==> src/rtl/core/pts_pkg.sv <==
package pts_pkg;

    localparam int SLOTS           = 16;
    localparam int QUEUES          = 8;
    localparam int PRIORITY_LEVELS = 32;
    localparam int SLOT_W          = $clog2(SLOTS);
    localparam int QUEUE_W         = 3;
    localparam int PRIO_W          = 5;
    localparam logic [PRIO_W-1:0] MAIN_PRIO = 5'd16;

    typedef enum logic [1:0] {
        ST_READY    = 2'd0,
        ST_RUNNING  = 2'd1,
        ST_WAITING  = 2'd2,
        ST_FINISHED = 2'd3
    } t_slot_state;

    typedef enum logic [3:0] {
        OP_CREATE  = 4'd0,
        OP_RESUME  = 4'd1,
        OP_SUSPEND = 4'd2,
        OP_CANCEL  = 4'd3,
        OP_DISABLE = 4'd4,
        OP_ENABLE  = 4'd5,
        OP_SLEEP   = 4'd6,
        OP_WAKEUP  = 4'd7,
        OP_COUNT   = 4'd8,
        OP_EXIT    = 4'd9
    } t_opcode;

    localparam logic [1:0] STS_OK        = 2'd0;
    localparam logic [1:0] STS_NO_FREE   = 2'd1;
    localparam logic [1:0] STS_NO_RUN    = 2'd2;
    localparam logic [1:0] STS_NO_SLOT   = 2'd3;

endpackage

==> src/rtl/core/priority_thread_scheduler.sv <==
// Channel | Direction | Beat fields                                  | Handshake
// input   | in        | opcode, slot, priority_req, queue_id        | i_valid / o_stall
// result  | out       | status, value, running_slot, switched       | o_valid / i_stall
//
// A single compare unit looks at one slot per cycle. An operation passes S_OP
// and S_DONE; create, wakeup and count also walk the table in S_SCAN, and a
// reschedule walks it once in S_SCHED, then S_RESCHED, unless scheduling is
// disabled. Reset is synchronous and restores slot 0 as the running main task.
// o_stall stays high until the result beat has been taken.
module priority_thread_scheduler
    import pts_pkg::*;
(
    input  logic              i_clk,
    input  logic              i_rst_n,
    input  logic              i_valid,
    output logic              o_stall,
    input  logic [3:0]        i_opcode,
    input  logic [3:0]        i_slot,
    input  logic [4:0]        i_priority_req,
    input  logic [2:0]        i_queue_id,
    output logic              o_valid,
    input  logic              i_stall,
    output logic [1:0]        o_status,
    output logic [7:0]        o_value,
    output logic [3:0]        o_running_slot,
    output logic              o_switched
);

    typedef enum logic [2:0] {
        S_IDLE, S_OP, S_SCAN, S_SCHED, S_RESCHED, S_DONE
    } t_state;

    t_state                r_state;
    logic [SLOTS-1:0]      r_present, r_member;
    t_slot_state           r_stat  [SLOTS];
    logic [7:0]            r_susp  [SLOTS];
    logic [PRIO_W-1:0]     r_prio  [SLOTS];
    logic [QUEUE_W-1:0]    r_wq    [SLOTS];
    logic [SLOT_W-1:0]     r_cur, r_before, r_best;
    logic [7:0]            r_dis;
    logic                  r_found;
    logic [SLOT_W-1:0]     r_idx;
    logic [3:0]            r_op;
    logic [SLOT_W-1:0]     r_slot;
    logic [PRIO_W-1:0]     r_preq;
    logic [QUEUE_W-1:0]    r_q;
    logic [1:0]            r_status;
    logic [7:0]            r_value;
    logic                  r_ovalid;

    logic [SLOT_W-1:0]     w_i;
    logic                  w_run_ok, w_better, w_valid_slot;

    assign o_stall        = (r_state != S_IDLE) || r_ovalid;
    assign o_valid        = r_ovalid;
    assign o_status       = r_status;
    assign o_value        = r_value;
    assign o_running_slot = r_cur;
    assign o_switched     = (r_cur != r_before);

    // Shared compare unit on the slot under the walk pointer
    assign w_i      = r_idx;
    assign w_run_ok = r_present[w_i] && (r_susp[w_i] == 8'd0) &&
                      (r_stat[w_i] == ST_READY || r_stat[w_i] == ST_RUNNING);
    assign w_better = w_run_ok && (!r_found || r_prio[w_i] < r_prio[r_best]);
    assign w_valid_slot = r_present[r_slot];

    always_ff @(posedge i_clk) begin
        if (!i_rst_n) begin
            r_state   <= S_IDLE;
            r_present <= SLOTS'(1);
            r_member  <= '0;
            for (int k = 0; k < SLOTS; k++) begin
                r_stat[k] <= (k == 0) ? ST_RUNNING : ST_READY;
                r_susp[k] <= 8'd0;
                r_prio[k] <= (k == 0) ? MAIN_PRIO : '0;
                r_wq[k]   <= '0;
            end
            r_cur    <= '0;
            r_before <= '0;
            r_dis    <= 8'd0;
            r_ovalid <= 1'b0;
        end else begin
            if (r_ovalid && !i_stall) r_ovalid <= 1'b0;
            unique case (r_state)
                S_IDLE: begin
                    // Take a beat once the previous result has gone
                    if (i_valid && !r_ovalid) begin
                        r_op     <= i_opcode;
                        r_slot   <= i_slot;
                        r_preq   <= i_priority_req;
                        r_q      <= i_queue_id;
                        r_before <= r_cur;
                        r_status <= STS_OK;
                        r_value  <= 8'd0;
                        r_state  <= S_OP;
                    end
                end
                S_OP: begin
                    r_idx   <= '0;
                    r_found <= 1'b0;
                    r_best  <= '0;
                    r_state <= S_DONE;
                    unique case (r_op)
                        OP_CREATE: begin
                            r_idx    <= SLOT_W'(1);
                            r_status <= STS_NO_FREE;
                            r_state  <= S_SCAN;
                        end
                        OP_RESUME, OP_SUSPEND: begin
                            if (!w_valid_slot) r_status <= STS_NO_SLOT;
                            else begin
                                r_value <= r_susp[r_slot];
                                if (r_op == OP_RESUME && r_susp[r_slot] != 8'd0)
                                    r_susp[r_slot] <= r_susp[r_slot] - 8'd1;
                                if (r_op == OP_SUSPEND && r_susp[r_slot] != 8'hFF)
                                    r_susp[r_slot] <= r_susp[r_slot] + 8'd1;
                                r_state <= S_SCHED;
                            end
                        end
                        OP_CANCEL: begin
                            if (!w_valid_slot) r_status <= STS_NO_SLOT;
                            else begin
                                r_stat[r_slot]   <= ST_FINISHED;
                                r_member[r_slot] <= 1'b0;
                                if (r_slot == r_cur) r_state <= S_SCHED;
                            end
                        end
                        OP_DISABLE: begin
                            r_value <= r_dis;
                            if (r_dis != 8'hFF) r_dis <= r_dis + 8'd1;
                        end
                        OP_ENABLE: begin
                            r_value <= r_dis;
                            if (r_dis != 8'd0) r_dis <= r_dis - 8'd1;
                        end
                        OP_SLEEP: begin
                            r_stat[r_cur]   <= ST_WAITING;
                            r_member[r_cur] <= 1'b1;
                            r_wq[r_cur]     <= r_q;
                            r_state         <= S_SCHED;
                        end
                        OP_WAKEUP, OP_COUNT: r_state <= S_SCAN;
                        OP_EXIT: begin
                            r_stat[r_cur]   <= ST_FINISHED;
                            r_member[r_cur] <= 1'b0;
                            r_state         <= S_SCHED;
                        end
                        default: ;
                    endcase
                end
                S_SCAN: begin
                    // Walk one slot a cycle for create, wakeup and count
                    if (r_op == OP_CREATE) begin
                        if (!r_present[w_i] || r_stat[w_i] == ST_FINISHED) begin
                            r_present[w_i] <= 1'b1;
                            r_stat[w_i]    <= ST_READY;
                            r_susp[w_i]    <= 8'd1;
                            r_prio[w_i]    <= r_preq;
                            r_member[w_i]  <= 1'b0;
                            r_wq[w_i]      <= '0;
                            r_status       <= STS_OK;
                            r_value        <= 8'(w_i);
                            r_state        <= S_DONE;
                        end
                    end else if (r_op == OP_WAKEUP) begin
                        if (r_member[w_i] && r_wq[w_i] == r_q) begin
                            r_stat[w_i]   <= ST_READY;
                            r_member[w_i] <= 1'b0;
                        end
                    end else if (r_present[w_i] && r_stat[w_i] != ST_FINISHED
                                 && r_value != 8'hFF) begin
                        r_value <= r_value + 8'd1;
                    end
                    if (r_idx == SLOT_W'(SLOTS - 1)) r_state <= S_DONE;
                    r_idx <= r_idx + SLOT_W'(1);
                end
                S_SCHED: begin
                    // Find the most urgent runnable slot, unless scheduling is disabled
                    if (r_dis != 8'd0) r_state <= S_DONE;
                    else begin
                        if (w_better) begin
                            r_best  <= w_i;
                            r_found <= 1'b1;
                        end
                        if (r_idx == SLOT_W'(SLOTS - 1)) r_state <= S_RESCHED;
                        r_idx <= r_idx + SLOT_W'(1);
                    end
                end
                S_RESCHED: begin
                    if (!r_found) begin
                        r_status <= STS_NO_RUN;
                        if (r_op == OP_RESUME || r_op == OP_SUSPEND) r_value <= 8'd0;
                    end else if (r_best != r_cur) begin
                        if (r_stat[r_cur] == ST_RUNNING) r_stat[r_cur] <= ST_READY;
                        r_stat[r_best] <= ST_RUNNING;
                        r_cur          <= r_best;
                    end
                    r_state <= S_DONE;
                end
                S_DONE: begin
                    if (r_status == STS_NO_FREE || r_status == STS_NO_SLOT)
                        r_value <= 8'd0;
                    r_ovalid <= 1'b1;
                    r_state  <= S_IDLE;
                end
                default: r_state <= S_IDLE;
            endcase
        end
    end

endmodule
==> config.mk <==
export PLATFORM = sky130hd
export DESIGN_NAME = priority_thread_scheduler
export DESIGN_NICKNAME = d
export VERILOG_FILES = /design/src/rtl/core/pts_pkg.sv /design/src/rtl/core/priority_thread_scheduler.sv
export SDC_FILE = /design/constraint.sdc
export NUM_CORES = 1
export LEC_CHECK = 0
export BUFFER_PORTS_ARGS = -buffer_cell sky130_fd_sc_hd__buf_2
export CORE_MARGIN = 5
export CORE_UTILIZATION = 40
export DETAILED_ROUTE_END_ITERATION = 8
export HOLD_SLACK_MARGIN = 0.15
export PLACE_DENSITY = 0.59
export RECOVER_POWER = 25
export SYNTH_ARGS = -nofsm -noshare
export SYNTH_HDL_FRONTEND = slang
export SYNTH_SLANG_ARGS = --single-unit
==> constraint.sdc <==
create_clock -name i_clk -period 6.6 [get_ports i_clk]
set_input_delay 0 -clock i_clk [delete_from_list [all_inputs] [get_ports i_clk]]
set_output_delay 0 -clock i_clk [all_outputs]
set_load 0.005 [all_outputs]
======== Word-level counts from Yosys, hierarchy flattened ========
Memories as Yosys holds them, arrays and structs flattened. A register that Yosys moved wholly into a read port is not among the register bits.
Index checks and enable logic that the tools add are counted.
word-level totals
  register bits ........................... 87
  bits in writable memories ............... 288
  input bits .............................. 20
  output and inout bits ................... 17
  word-level logic and storage cells ...... 308
  memories kept ........................... 4
memories
  name    words  width  rd ports  clocked after memory_dff  write ports  RTL line                         source
  r_susp  16     8      2         2                         16           priority_thread_scheduler.sv:36  logic [7:0] r_susp [SLOTS];
  r_prio  16     5      2         2                         16           priority_thread_scheduler.sv:37  logic [PRIO_W-1:0] r_prio [SLOTS];
  r_wq    16     3      1         1                         16           priority_thread_scheduler.sv:38  logic [QUEUE_W-1:0] r_wq [SLOTS];
  r_stat  16     2      2         2                         16           priority_thread_scheduler.sv:35  t_slot_state r_stat [SLOTS];
cells by class
  add/sub/neg operators ................... 6
  magnitude comparators ................... 7
  equality and inequality tests ........... 52
  mux-type cells .......................... 149
  bitwise logic cells ..................... 12
  reduce and logical (&&, ||, !) cells .... 62
operators by type and width
  cell                                                                   number
  8-bit two-way mux                                                      14
  16-bit two-way mux                                                     5
  4-bit two-way mux                                                      20
  1-bit two-way mux                                                      68
  16-bit AND                                                             3
  16-bit NOT                                                             3
  16-bit case mux with 3 select lines                                    1
  8-bit case mux with 5 select lines                                     1
  3-bit != test (second input constant)                                  12
  3-bit two-way mux                                                      11
  16-bit OR                                                              2
  16-bit case mux with 2 select lines                                    1
  8-bit case mux with 2 select lines                                     2
  8-bit by 1-bit adder with 8-bit output (second input constant)         3
  2-bit two-way mux                                                      12
  8-bit != test (second input constant)                                  3
  2-bit != test (second input constant)                                  11
  4-bit by 3-bit == test with 1-bit output (second input constant)       4
  8-bit nonzero test                                                     2
  8-bit OR reduction                                                     2
  8-bit by 1-bit subtractor with 8-bit output (second input constant)    2
  4-bit by 5-bit < comparator with 1-bit output (second input constant)  3
  3-bit case mux with 5 select lines                                     1
  2-bit OR reduction                                                     7
  45 further kinds                                                       95

======== Depth between registers and ports, before layout ========
Gate-level depths: netlist of run 1.
  depth in word-level cells ............... 12
  mapped depth ............................ 19
  depth with buffers taken out ............ 17

======== Worst setup path after synthesis of run 1 ========
No wires, ideal clock.
  path kind ............................... register -> register
  start ................................... register with a tool-made name
  end ..................................... memory r_susp[10][7] (data pin)
  setup time .............................. 0.270 ns
  data arrival time ....................... 3.868 ns
  required time ........................... 6.330 ns
  setup slack ............................. 2.462 ns
  stages on the path, launching flop included .. 17
  cell sequence ........................... dfxtp_1 buf_6 buf_12 mux4_2 and3_1 a32oi_1 a21boi_0 o31ai_4 ha_1 or2_2 a21oi_1 a31oi_1 nand4_1 nand4b_1 xor2_1 clkbuf_1 nor3_1
RTL lines
  what              RTL line
  end: declaration  priority_thread_scheduler.sv:36

==> run_results.csv, run 1 <==
group,metric,value,unit
outcome,outcome,"finished, violations left",
outcome,violations,"capacitance limit, slew limit",
final_layout,area_growth,11.4,%
clocking,cts_resized,0,
die,rows,85,
routing,num_vias,16376,
final_layout,stdcell_count,2672,
critical_path,startpoint_type,"primary input",
pwr,p_seq_frac,0.418,
clocking,cts.sinks,391,
synth,ys_seq_area_frac,0.494,
sta,max_slew_margin,-0.731,
final_layout,nets,1982,
sta,rsz0062_at_grt,"false",
routing,ant_nets,0,
placed_design,place_area,22500,um^2
clocking,clk_latency,0.59,ns
critical_path,crit_path_max_incr_delay,1.84,ns
clocking,htree_num_levels,2,
die,die_x,243,um
routing,drtIter0Drc,1599,
critical_path,cp-end-kind,"flop",
synth,synth_cells,1940,
synth,syn_area_per_cell,11.2,um^2
sta,worst_pin_slew,2.60,ns
min_path,worstHoldStart,"i_stall",
critical_path,worstPathMaxFanout,64,
critical_path,reg2reg_depth,10,
pwr,powerDensity,299,nW/um^2
final_layout,multiInputGateArea,10300,um^2
sta,worst_slack,1.14,ns
synth,synth.largest_area_cell,"edfxtp_1",
synth,synthFlopType,"edfxtp_1",
flow_run,drv_cap,2,
sta,min_period,5.46,ns
critical_path,worst-setup-path-type,"in -> reg",
final_layout,fin_area,24200,um^2
routing,vias_per_cell,6.13,
critical_path,cp_common_cell,"clkbuf_1",
sta,clock_skew,0.0195,ns
clocking,post_cts_buffers,0,
placed_design,port_buffers,36,
placed_design,routabilityCongestion,0.933,
sta,post-route-period-util,0.828,
synth,async_reset_ff_frac,0,
placed_design,dpl.hpwl,45400,um
pwr,swShare,0.322,
sta,whs,0.208,ns
synth,yosys.area.top_type_share,0.402,
die,core-area,53800,um^2
critical_path,crit_chain,"dlygate4sd3_1, clkbuf_1, buf_4, clkinv_1, clkbuf_1, or3_1, a31oi_1, mux2_2",
die,ioPinCount,37,
final_layout,fin_util,0.450,
final_layout,seq_area,10700,um^2
pwr,pwr-share-clk,0.354,
die,die_h,243,um
critical_path,cp-startpoint,"i_rst_n",
clocking,cts_tree,"yes",
die,dieArea,59100,um^2
grt,grt.total_usage,0.214,
final_layout,drive_gt1_frac,0.152,
synth,synth.area.top_cells,"edfxtp_1, mux4_2, dfxtp_1",
synth,synth_edf_count,291,
grt,grt.overflow.total,0,
routing,drt_pass1_iterations,8,
routing,drc,0,
clocking,path_clk_slew,0.06,ns
synth,synth_nets,1983,
synth,synth_most_common_cell,"edfxtp_1",
sta,clock.fmax,183,MHz
synth,synth_cell_types,83,
synth,synthTopCellsByCount,"edfxtp_1, nor2_1, nand2_1",
synth,ys_ff_latch,391,
grt,grt_max_degree,65,
clocking,cts_made_buffers,44,
critical_path,crit_slowest_cell,"clkbuf_1",
clocking,clock-root-buffer,"clkbuf_16",
critical_path,rr_endpoint,"r_susp[13][3]",
synth,ys_warn_count,0,
critical_path,crit_required,7.07,ns
placed_design,pre_cts_ws,1.72,ns
critical_path,r2r-start,"r_idx[0]",
grt,grt_pass1_wl,99400,um
die,initial_core_util,0.404,
synth,syn_area,21700,um^2
sta,setup_violations,0,
pwr,max-vdd-ir-drop,207,uV
min_path,hp-class,"in -> reg",
pwr,internal_power,4.90,mW
sta,drv_slew,86,
critical_path,cp.arrival,5.94,ns
grt,antenna_found_initial,0,
placed_design,dp_cells,2561,
critical_path,ff2ff_setup_slack,1.20,ns
pwr,p_total,7.23,mW
final_layout,nFillCells,4938,
pwr,p_sw,2.33,mW
min_path,holdPathEnd,"o_valid",
sta,hold_viol,0,
routing,wire_per_inst,24.1,um
sta,tns,0,ns
grt,grt_pass1_vias,16326,
pwr,power_frac_comb,0.228,
min_path,worstHoldPathCells,4,
pwr,p_leak,8.70,nW
clocking,clk_path_buf_depth,3,
routing,wl,64400,um
[per-layer routing]
metal  GRT usage  wire [um]  up-vias
li1            -          -     7375
met1       0.278      26200     8154
met2       0.358      31100      702
met3      0.0422       4640      145
met4      0.0779       2550        0
met5           0          0        -
[worst max-delay path, delay by kind of cell]
family	cells	cell delay, ns
buffers and inverters	5	4.13
multiplexers	1	0.42
AO/OA/AOI/OAI	1	0.70
AND/OR/NAND/NOR	1	0.63
[placed cells by master, fill, tap and decap left out, drive strengths merged, types with 38 or more instances in the layout]
cell type / Yosys / final
a21oi: 81 / 81
and3: 86 / 86
dfxtp: 100 / 100
nor2: 251 / 251
clkbuf: 112 / 79
edfxtp: 291 / 291
o21ai: 61 / 61
buf: 35 / 48
nand2: 183 / 183
mux2i: 39 / 39
inv: 37 / 38
nor3: 58 / 58
mux4: 124 / 124
nand3: 60 / 60
[how the worst max path moves through the flow]
stage	cells past startpoint	to	slack (ns)
3_3_place_gp	8	r_stat[3][0]	1.74
2_1_floorplan	16	r_susp[10][7]	2.46
4_1_cts	14	r_susp[4][6]	1.68
6_report	8	flop	1.14
3_5_place_dp	14	r_susp[8][6]	1.72
5_1_grt	10	r_susp[13][3]	0.73
[cell families (layout without fill, tap and decap cells)]
logic type                 after synthesis  after routing  synth area share
and+or+nand+nor                        809            809             0.188
DFF                                    391            391             0.494
AOI/OAI and AO/OA                      318            318            0.0990
buffers and inverters                  185            220            0.0348
muxes                                  179            179             0.156
xor gates and xnor gates                35             35            0.0141
adders and majority gates               23             23            0.0139
other                                    0              1                 0
[area by class of cell]
type / count / area share
Antenna cell: 1 / 0.000103
Clock buffer: 55 / 0.0519
Clock inverter: 27 / 0.0106
Inverter: 38 / 0.00589
Multi-Input combinational cell: 1364 / 0.424
Sequential cell: 391 / 0.444
Tap cell: 696 / 0.0359
Timing Repair Buffer: 100 / 0.0282
[state kept, by name, summed over array words and instances, names as in the netlist, named ones only]
| signal | count |
|---|---|
| r_susp | 128 |
| r_prio | 80 |
| o_status | 2 |
| r_before | 4 |
| r_stat | 32 |
| o_running_slot | 4 |
| o_valid | 1 |
| r_present | 16 |
| r_best | 4 |
| r_state | 3 |
| r_slot | 4 |
| r_wq | 48 |
| r_idx | 4 |
| r_found | 1 |
| r_member | 16 |
| r_q | 3 |
| r_op | 4 |
| o_value | 8 |
| r_dis | 8 |
| r_preq | 5 |
[power groups by stage]
stage	logic [mW]	clock network (mW)	registers, mW
after floorplan	1.22	0	2.88
after global placement	1.62	0	3.06
after detailed placement	1.64	0	3.07
after CTS	1.66	2.60	3.02
after global routing	1.78	2.70	3.04
final	1.65	2.56	3.02
[repair_timing]
action,CTS,global route
hold endpoints to repair,37,0
hold buffers,28,0
endpoints found under the setup margin,0,0
Power figures use the tool's default switching activity.
==> run 2: changes to the inputs <==
- ABC_AREA: default -> 1
- PLACE_DENSITY: 0.59 -> 0.61
- clock period: 6.6 -> 4.65 ns (I/O delays scaled with it)
==> run 2 against run 1 <==
Net effect: the run still ends with capacitance limit, slew limit left; sequential share of layout area decreased by 0.50 points; clock power increased by 47%; first-iteration DRC count increased by 39%; non-clock buffer count increased by 11; die area increased by 0.95%; critical path type is now reg -> reg; highest routed layer unchanged.
==> run_results.csv, run 2 <==
group,metric,value,unit
routing,num_vias,19708,
final_layout,largest_register_ffs,128,
placed_design,routabilityCongestion,0.977,
clocking,post_cts_buffers,0,
routing,drt_pass1_iterations,6,
critical_path,cp_common_cell,"o21ai_0",
final_layout,nets,2767,
sta,worst_slack,0.276,ns
synth,synth_edf_count,291,
routing,drc,0,
final_layout,drive_gt1_frac,0.0790,
synth,async_reset_ff_frac,0,
synth,synth.area.top_cells,"edfxtp_1, dfxtp_1, nor2_1",
critical_path,startpoint_type,"flop",
synth,ys_seq_area_frac,0.489,
routing,ant_nets,0,
die,die_x,244,um
final_layout,nFillCells,5154,
sta,clock.fmax,229,MHz
clocking,cts_made_buffers,45,
clocking,path_clk_slew,0.07,ns
die,ioPinCount,37,
final_layout,final_common_cell,"nor2_1",
synth,synth_nets,2750,
final_layout,reg_top3,"r_susp (128), r_prio (80), r_wq (48)",
clocking,htree_num_levels,2,
critical_path,cp.arrival,4.69,ns
clocking,clock-root-buffer,"clkbuf_16",
synth,synth.largest_area_cell,"edfxtp_1",
outcome,outcome,"finished, violations left",
synth,ys_ff_latch,391,
pwr,p_leak,9.65,nW
grt,grt.total_usage,0.228,
die,rows,85,
grt,grt_max_degree,91,
outcome,violations,"capacitance limit, slew limit",
critical_path,crit_required,4.97,ns
critical_path,cp-end-kind,"flop",
critical_path,crit_slowest_cell,"nor2_1",
critical_path,crit_path_max_incr_delay,0.75,ns
flow_run,drv_cap,3,
synth,synth_most_common_cell,"nor2_1",
sta,min_period,4.37,ns
final_layout,regMostFlops,"r_susp",
final_layout,area_growth,11.6,%
synth,synth_cells,2707,
sta,rsz0062_at_grt,"false",
grt,antenna_found_initial,0,
die,dieArea,59700,um^2
final_layout,seq_area,10700,um^2
pwr,powerDensity,554,nW/um^2
critical_path,worst-setup-path-type,"reg -> reg",
synth,syn_area_per_cell,8.11,um^2
clocking,cts_tree,"yes",
placed_design,port_buffers,36,
routing,wl,70000,um
routing,wire_per_inst,20.3,um
synth,synthTopCellsByCount,"nor2_1, nand2_1, edfxtp_1",
routing,drtIter0Drc,2223,
final_layout,n_antenna_cell,0,
die,die_h,244,um
sta,tns,0,ns
die,initial_core_util,0.406,
sta,max_slew_margin,-0.951,
min_path,hp-class,"in -> reg",
synth,synth_cell_types,55,
sta,worst_pin_slew,2.93,ns
grt,grt_pass1_wl,108000,um
synth,yosys.area.top_type_share,0.398,
synth,syn_area,22000,um^2
clocking,clk_path_buf_depth,3,
grt,grt_pass1_vias,18568,
sta,post-route-period-util,0.941,
sta,setup_violations,0,
critical_path,crit_family,"simple AND/OR/NAND/NOR gates",
grt,grt.overflow.total,0,
clocking,clk_latency,0.59,ns
final_layout,stdcell_count,3457,
sta,whs,0.272,ns
critical_path,ff2ff_setup_slack,0.28,ns
pwr,max-vdd-ir-drop,395,uV
sta,clock_skew,0.0205,ns
synth,ys_warn_count,0,
placed_design,pre_cts_ws,0.186,ns
sta,drv_slew,100,
die,core-area,54100,um^2
synth,synthFlopType,"edfxtp_1",
clocking,cts.sinks,391,
routing,vias_per_cell,5.70,
placed_design,dp_cells,3340,
sta,hold_viol,0,
final_layout,final_cell_mix,"nor2_1, nand2_1, edfxtp_1",
final_layout,fin_util,0.453,
critical_path,worstPathMaxFanout,16,
final_layout,multiInputGateArea,9540,um^2
critical_path,cp_num_buf_inv,3,
placed_design,dpl.hpwl,49200,um
critical_path,crit_chain,"nor2_1, nand2_1, o21ai_0, o21ai_0, nand2_1, nor2_4, inv_1, nor2_2, o21ai_2, ha_1, a21oi_1, o21ai_0, inv_1, nor2_1, o21ai_0, nand2_1, or2_2, nand3_1, buf_4, nor2_1",
-- run 2: changes by cell type after synthesis, sizes merged, moves of 124 or more --
cell / before / now
nand2: 183 / 452
nor2: 251 / 514
o21ai: 61 / 283
inv: 37 / 255
nand3: 60 / 275
mux4: 124 / 0
-- run 2: logic make-up after synthesis --
kind of cell,share of synthesized area
adder cells (fa/ha/maj),0.0138
AO/OA/AOI/OAI,0.140
XOR/XNOR,0.00678
flip-flops,0.489
AND/OR/NAND/NOR,0.274
buffers and inverters,0.0760
-- run 2: worst register-to-register path: stages (launching register included) --
cell	delay [ns]
edfxtp_1	0.53
nor2_1	0.75
nand2_1	0.09
o21ai_0	0.17
o21ai_0	0.18
nand2_1	0.15
nor2_4	0.07
inv_1	0.11
nor2_2	0.08
o21ai_2	0.18
ha_1	0.35
a21oi_1	0.18
o21ai_0	0.11
inv_1	0.08
nor2_1	0.05
o21ai_0	0.15
nand2_1	0.08
or2_2	0.28
nand3_1	0.09
buf_4	0.33
nor2_1	0.11
-- run 2: power breakdown --
group	total (mW)	leakage (nW)	switching, mW	internal [mW]
sequential	4.54	3.78	0.434	4.10
clock	3.76	0.759	1.51	2.25
combinational	5.28	5.11	3.83	1.45
-- run 2: final timing paths --
| path | startpoint | end | cells past startpoint |
|---|---|---|---|
| hold reg to reg | r_present[0] | r_present[0] | 2 |
| setup reg to reg | r_slot[0] | r_susp[2][6] | 20 |
| setup / recovery | r_slot[0] | r_susp[2][6] | 20 |
| hold / removal | i_slot[1] | r_slot[1] | 2 |
-- run 2: per-stage QoR --
step	cell area, um^2	power (mW)
after floorplan	22000	7.94
after global placement	22700	9.71
after detailed placement	22700	9.76
after CTS	24600	13.5
after global routing	24500	14.3
final	24500	13.6
-- run 2: final cells by class --
| cell class | count | area share |
|---|---|---|
| flip-flops and latches | 391 | 0.439 |
| multi-input cells | 1918 | 0.389 |
| clock buffers | 59 | 0.0527 |
| inverters | 257 | 0.0396 |
| well taps | 696 | 0.0355 |
| repair buffers | 111 | 0.0328 |
| clock inverters | 25 | 0.0114 |
-- run 2: routing by layer --
metal	part of all wire	vias to the layer above	wire, um	global-route usage
met5	0	-	0	0
met4	0.031	0	2200	0.0732
met3	0.088	127	6150	0.0411
met2	0.44	909	31000	0.354
met1	0.44	9379	30600	0.327
li1	-	9293	-	-
-- run 2: repair_timing --
action | in CTS | in global routing
setup endpoints to repair | 0 | 48
hold endpoints to repair | 75 | 0
gates resized for setup | 0 | 5
hold buffers | 33 | 0
==> run 3: changes to the inputs <==
- CORE_UTILIZATION: 40 -> 50
- PLACE_DENSITY: 0.61 -> 0.72
==> run 3 against run 2 <==
Net effect: the run still ends with capacitance limit, slew limit left; design area shrank 1.2%; power shrank 1.1%; cell count shrank 3.5%; via count grew 2.0%; first-iteration DRC count grew 24%; clock skew grew 0.0063 ns; global-route usage grew 4.9 points; critical endpoint is now r_prio[14][3]; utilization grew 11 points; wire length shrank 2.9%; sequential power is essentially flat; critical path type is now in -> reg; setup slack gained 0.021 ns.
==> run_results.csv, run 3 (synthesis results as in run 2) <==
group,metric,value,unit
critical_path,crit_required,4.80,ns
clocking,clk_path_buf_depth,3,
pwr,power_frac_comb,0.392,
grt,use_met3,0.0628,
routing,num_vias,20100,
final_layout,largest_register_ffs,128,
clocking,clock-root-buffer,"clkbuf_16",
final_layout,reg_top3,"r_susp (128), r_prio (80), r_wq (48)",
pwr,internal_power,7.73,mW
final_layout,regMostFlops,"r_susp",
grt,grt.total_usage,0.278,
pwr,p_seq_frac,0.339,
critical_path,worst-setup-path-type,"in -> reg",
final_layout,nets,2760,
sta,min_period,4.35,ns
sta,hold_viol,0,
sta,max_slew_margin,-0.951,
grt,grt_max_degree,62,
final_layout,area_growth,10.3,%
die,die_h,220,um
die,initial_core_util,0.508,
routing,vias_per_cell,6.03,
flow_run,drv_cap,2,
critical_path,worstPathMaxFanout,61,
sta,worst_pin_slew,2.93,ns
pwr,powerDensity,555,nW/um^2
final_layout,stdcell_count,3335,
sta,setup_violations,0,
routing,wl,68000,um
pwr,p_sw,5.70,mW
grt,grt_pass1_vias,18933,
grt,met1_usage,0.392,
pwr,max-vdd-ir-drop,427,uV
pwr,swShare,0.424,
clocking,cts_tree,"yes",
sta,drv_slew,75,
clocking,clk_latency,0.59,ns
clocking,cts_made_buffers,43,
outcome,violations,"capacitance limit, slew limit",
routing,wire_per_inst,20.4,um
critical_path,cp.arrival,4.50,ns
sta,clock.fmax,230,MHz
min_path,hp-class,"in -> reg",
final_layout,final_cell_mix,"nor2_1, nand2_1, edfxtp_1",
critical_path,reg2reg_depth,19,
die,rows,76,
final_layout,n_antenna_cell,0,
routing,drtIter0Drc,2755,
die,core-area,43300,um^2
grt,grt.overflow.total,0,
routing,drc,0,
critical_path,crit_end,"r_prio[14][3]",
final_layout,fin_area,24200,um^2
final_layout,final_common_cell,"nor2_1",
sta,clock_skew,0.0268,ns
placed_design,dp_cells,3228,
routing,ant_nets,0,
die,ioPinCount,37,
clocking,path_clk_slew,0.06,ns
grt,antenna_found_initial,0,
grt,grt_pass1_wl,105000,um
pwr,p_leak,9.56,nW
outcome,outcome,"finished, violations left",
placed_design,place_area,22500,um^2
grt,grtUsageMet2,0.418,
placed_design,dpl.hpwl,47300,um
clocking,htree_num_levels,2,
die,die_x,220,um
placed_design,port_buffers,36,
critical_path,startpoint_type,"primary input",
grt,grt.busiest_layer,"met2",
final_layout,drive_gt1_frac,0.0738,
die,dieArea,48200,um^2
critical_path,ff2ff_setup_slack,0.30,ns
critical_path,rr_endpoint,"r_susp[0][7]",
routing,drt_pass1_iterations,6,
clocking,post_cts_buffers,0,
placed_design,pre_cts_ws,0.205,ns
pwr,pwr-share-clk,0.270,
placed_design,routabilityCongestion,1.03,
final_layout,nFillCells,3870,
sta,post-route-period-util,0.936,
clocking,cts.sinks,391,
critical_path,r2r-start,"r_slot[0]",
sta,worst_slack,0.297,ns
min_path,worstHoldStart,"i_priority_req[0]",
critical_path,cp-end-kind,"flop",
critical_path,cp-startpoint,"i_rst_n",
## run 3: changes by cell type in the layout (fill, tap and decap cells not counted), sizes merged, moves of 2 or more
cell and delta:
clkinv -3, buf -5, dlygate4sd3 -5, clkbuf +2
bufinv +2
## run 3: repair_timing
item                                    CTS  global route
endpoints found under the setup margin    0            16
hold buffers                             28             0
resized for setup                         0             4
endpoints found under the hold margin    64             0
## run 3: worst min path at each step
stage / to / slack, ns / depth (start not counted)
CTS: r_slot[1] / 0.16 / 2
global placement: r_q[2] / 0.18 / 1
global route: r_preq[2] / 0.16 / 2
detailed placement: r_q[0] / 0.18 / 1
floorplan: r_op[0] / 0.1 / 0
finish: r_preq[0] / 0.17 / 2
## run 3: routing by layer
metal,vias up,wire (um),share of wire
met3,203,7780,0.11
met5,-,0,0
li1,9279,-,-
met2,1196,29300,0.43
met1,9422,27900,0.41
met4,0,2980,0.044
## run 3: layout make-up
class	instances	area (um^2)	area share
Tap cell	585	732	0.0302
Timing Repair Buffer	105	739	0.0305
Clock inverter	21	294	0.0121
Sequential cell	391	10700	0.444
Timing Repair inverter	1	5.00	0.000207
Multi-Input combinational cell	1918	9540	0.394
Clock buffer	57	1190	0.0491
Inverter	257	973	0.0402
## run 3: power groups by stage
| stage | clock network [mW] | registers (mW) | logic [mW] |
|---|---|---|---|
| floorplan | 0 | 4.33 | 3.61 |
| global placement | 0 | 4.58 | 4.97 |
| detailed placement | 0 | 4.59 | 5.07 |
| CTS | 3.64 | 4.52 | 5.12 |
| global route | 3.80 | 4.57 | 5.68 |
| finish | 3.62 | 4.55 | 5.26 |
## run 3: stage by stage
| stage | setup TNS [ns] | power, mW | hold slack, ns | utilization |
|---|---|---|---|---|
| after CTS | 0 | 13.3 | 0.158 | 0.561 |
| after detailed placement | 0 | 9.66 | 0.178 | 0.520 |
| after global placement | 0 | 9.56 | 0.177 | 0.520 |
| after floorplan | 0 | 7.94 | 0.0989 | - |
| final | 0 | 13.4 | 0.171 | 0.560 |
| after global routing | -0.00636 | 14.1 | 0.164 | 0.560 |
## run 3: critical path, stage by stage
cell and delay [ns]:
dlygate4sd3_1 0.52, clkbuf_4 0.13, clkbuf_2 0.98, clkbuf_1 2.14, nand2_1 0.66
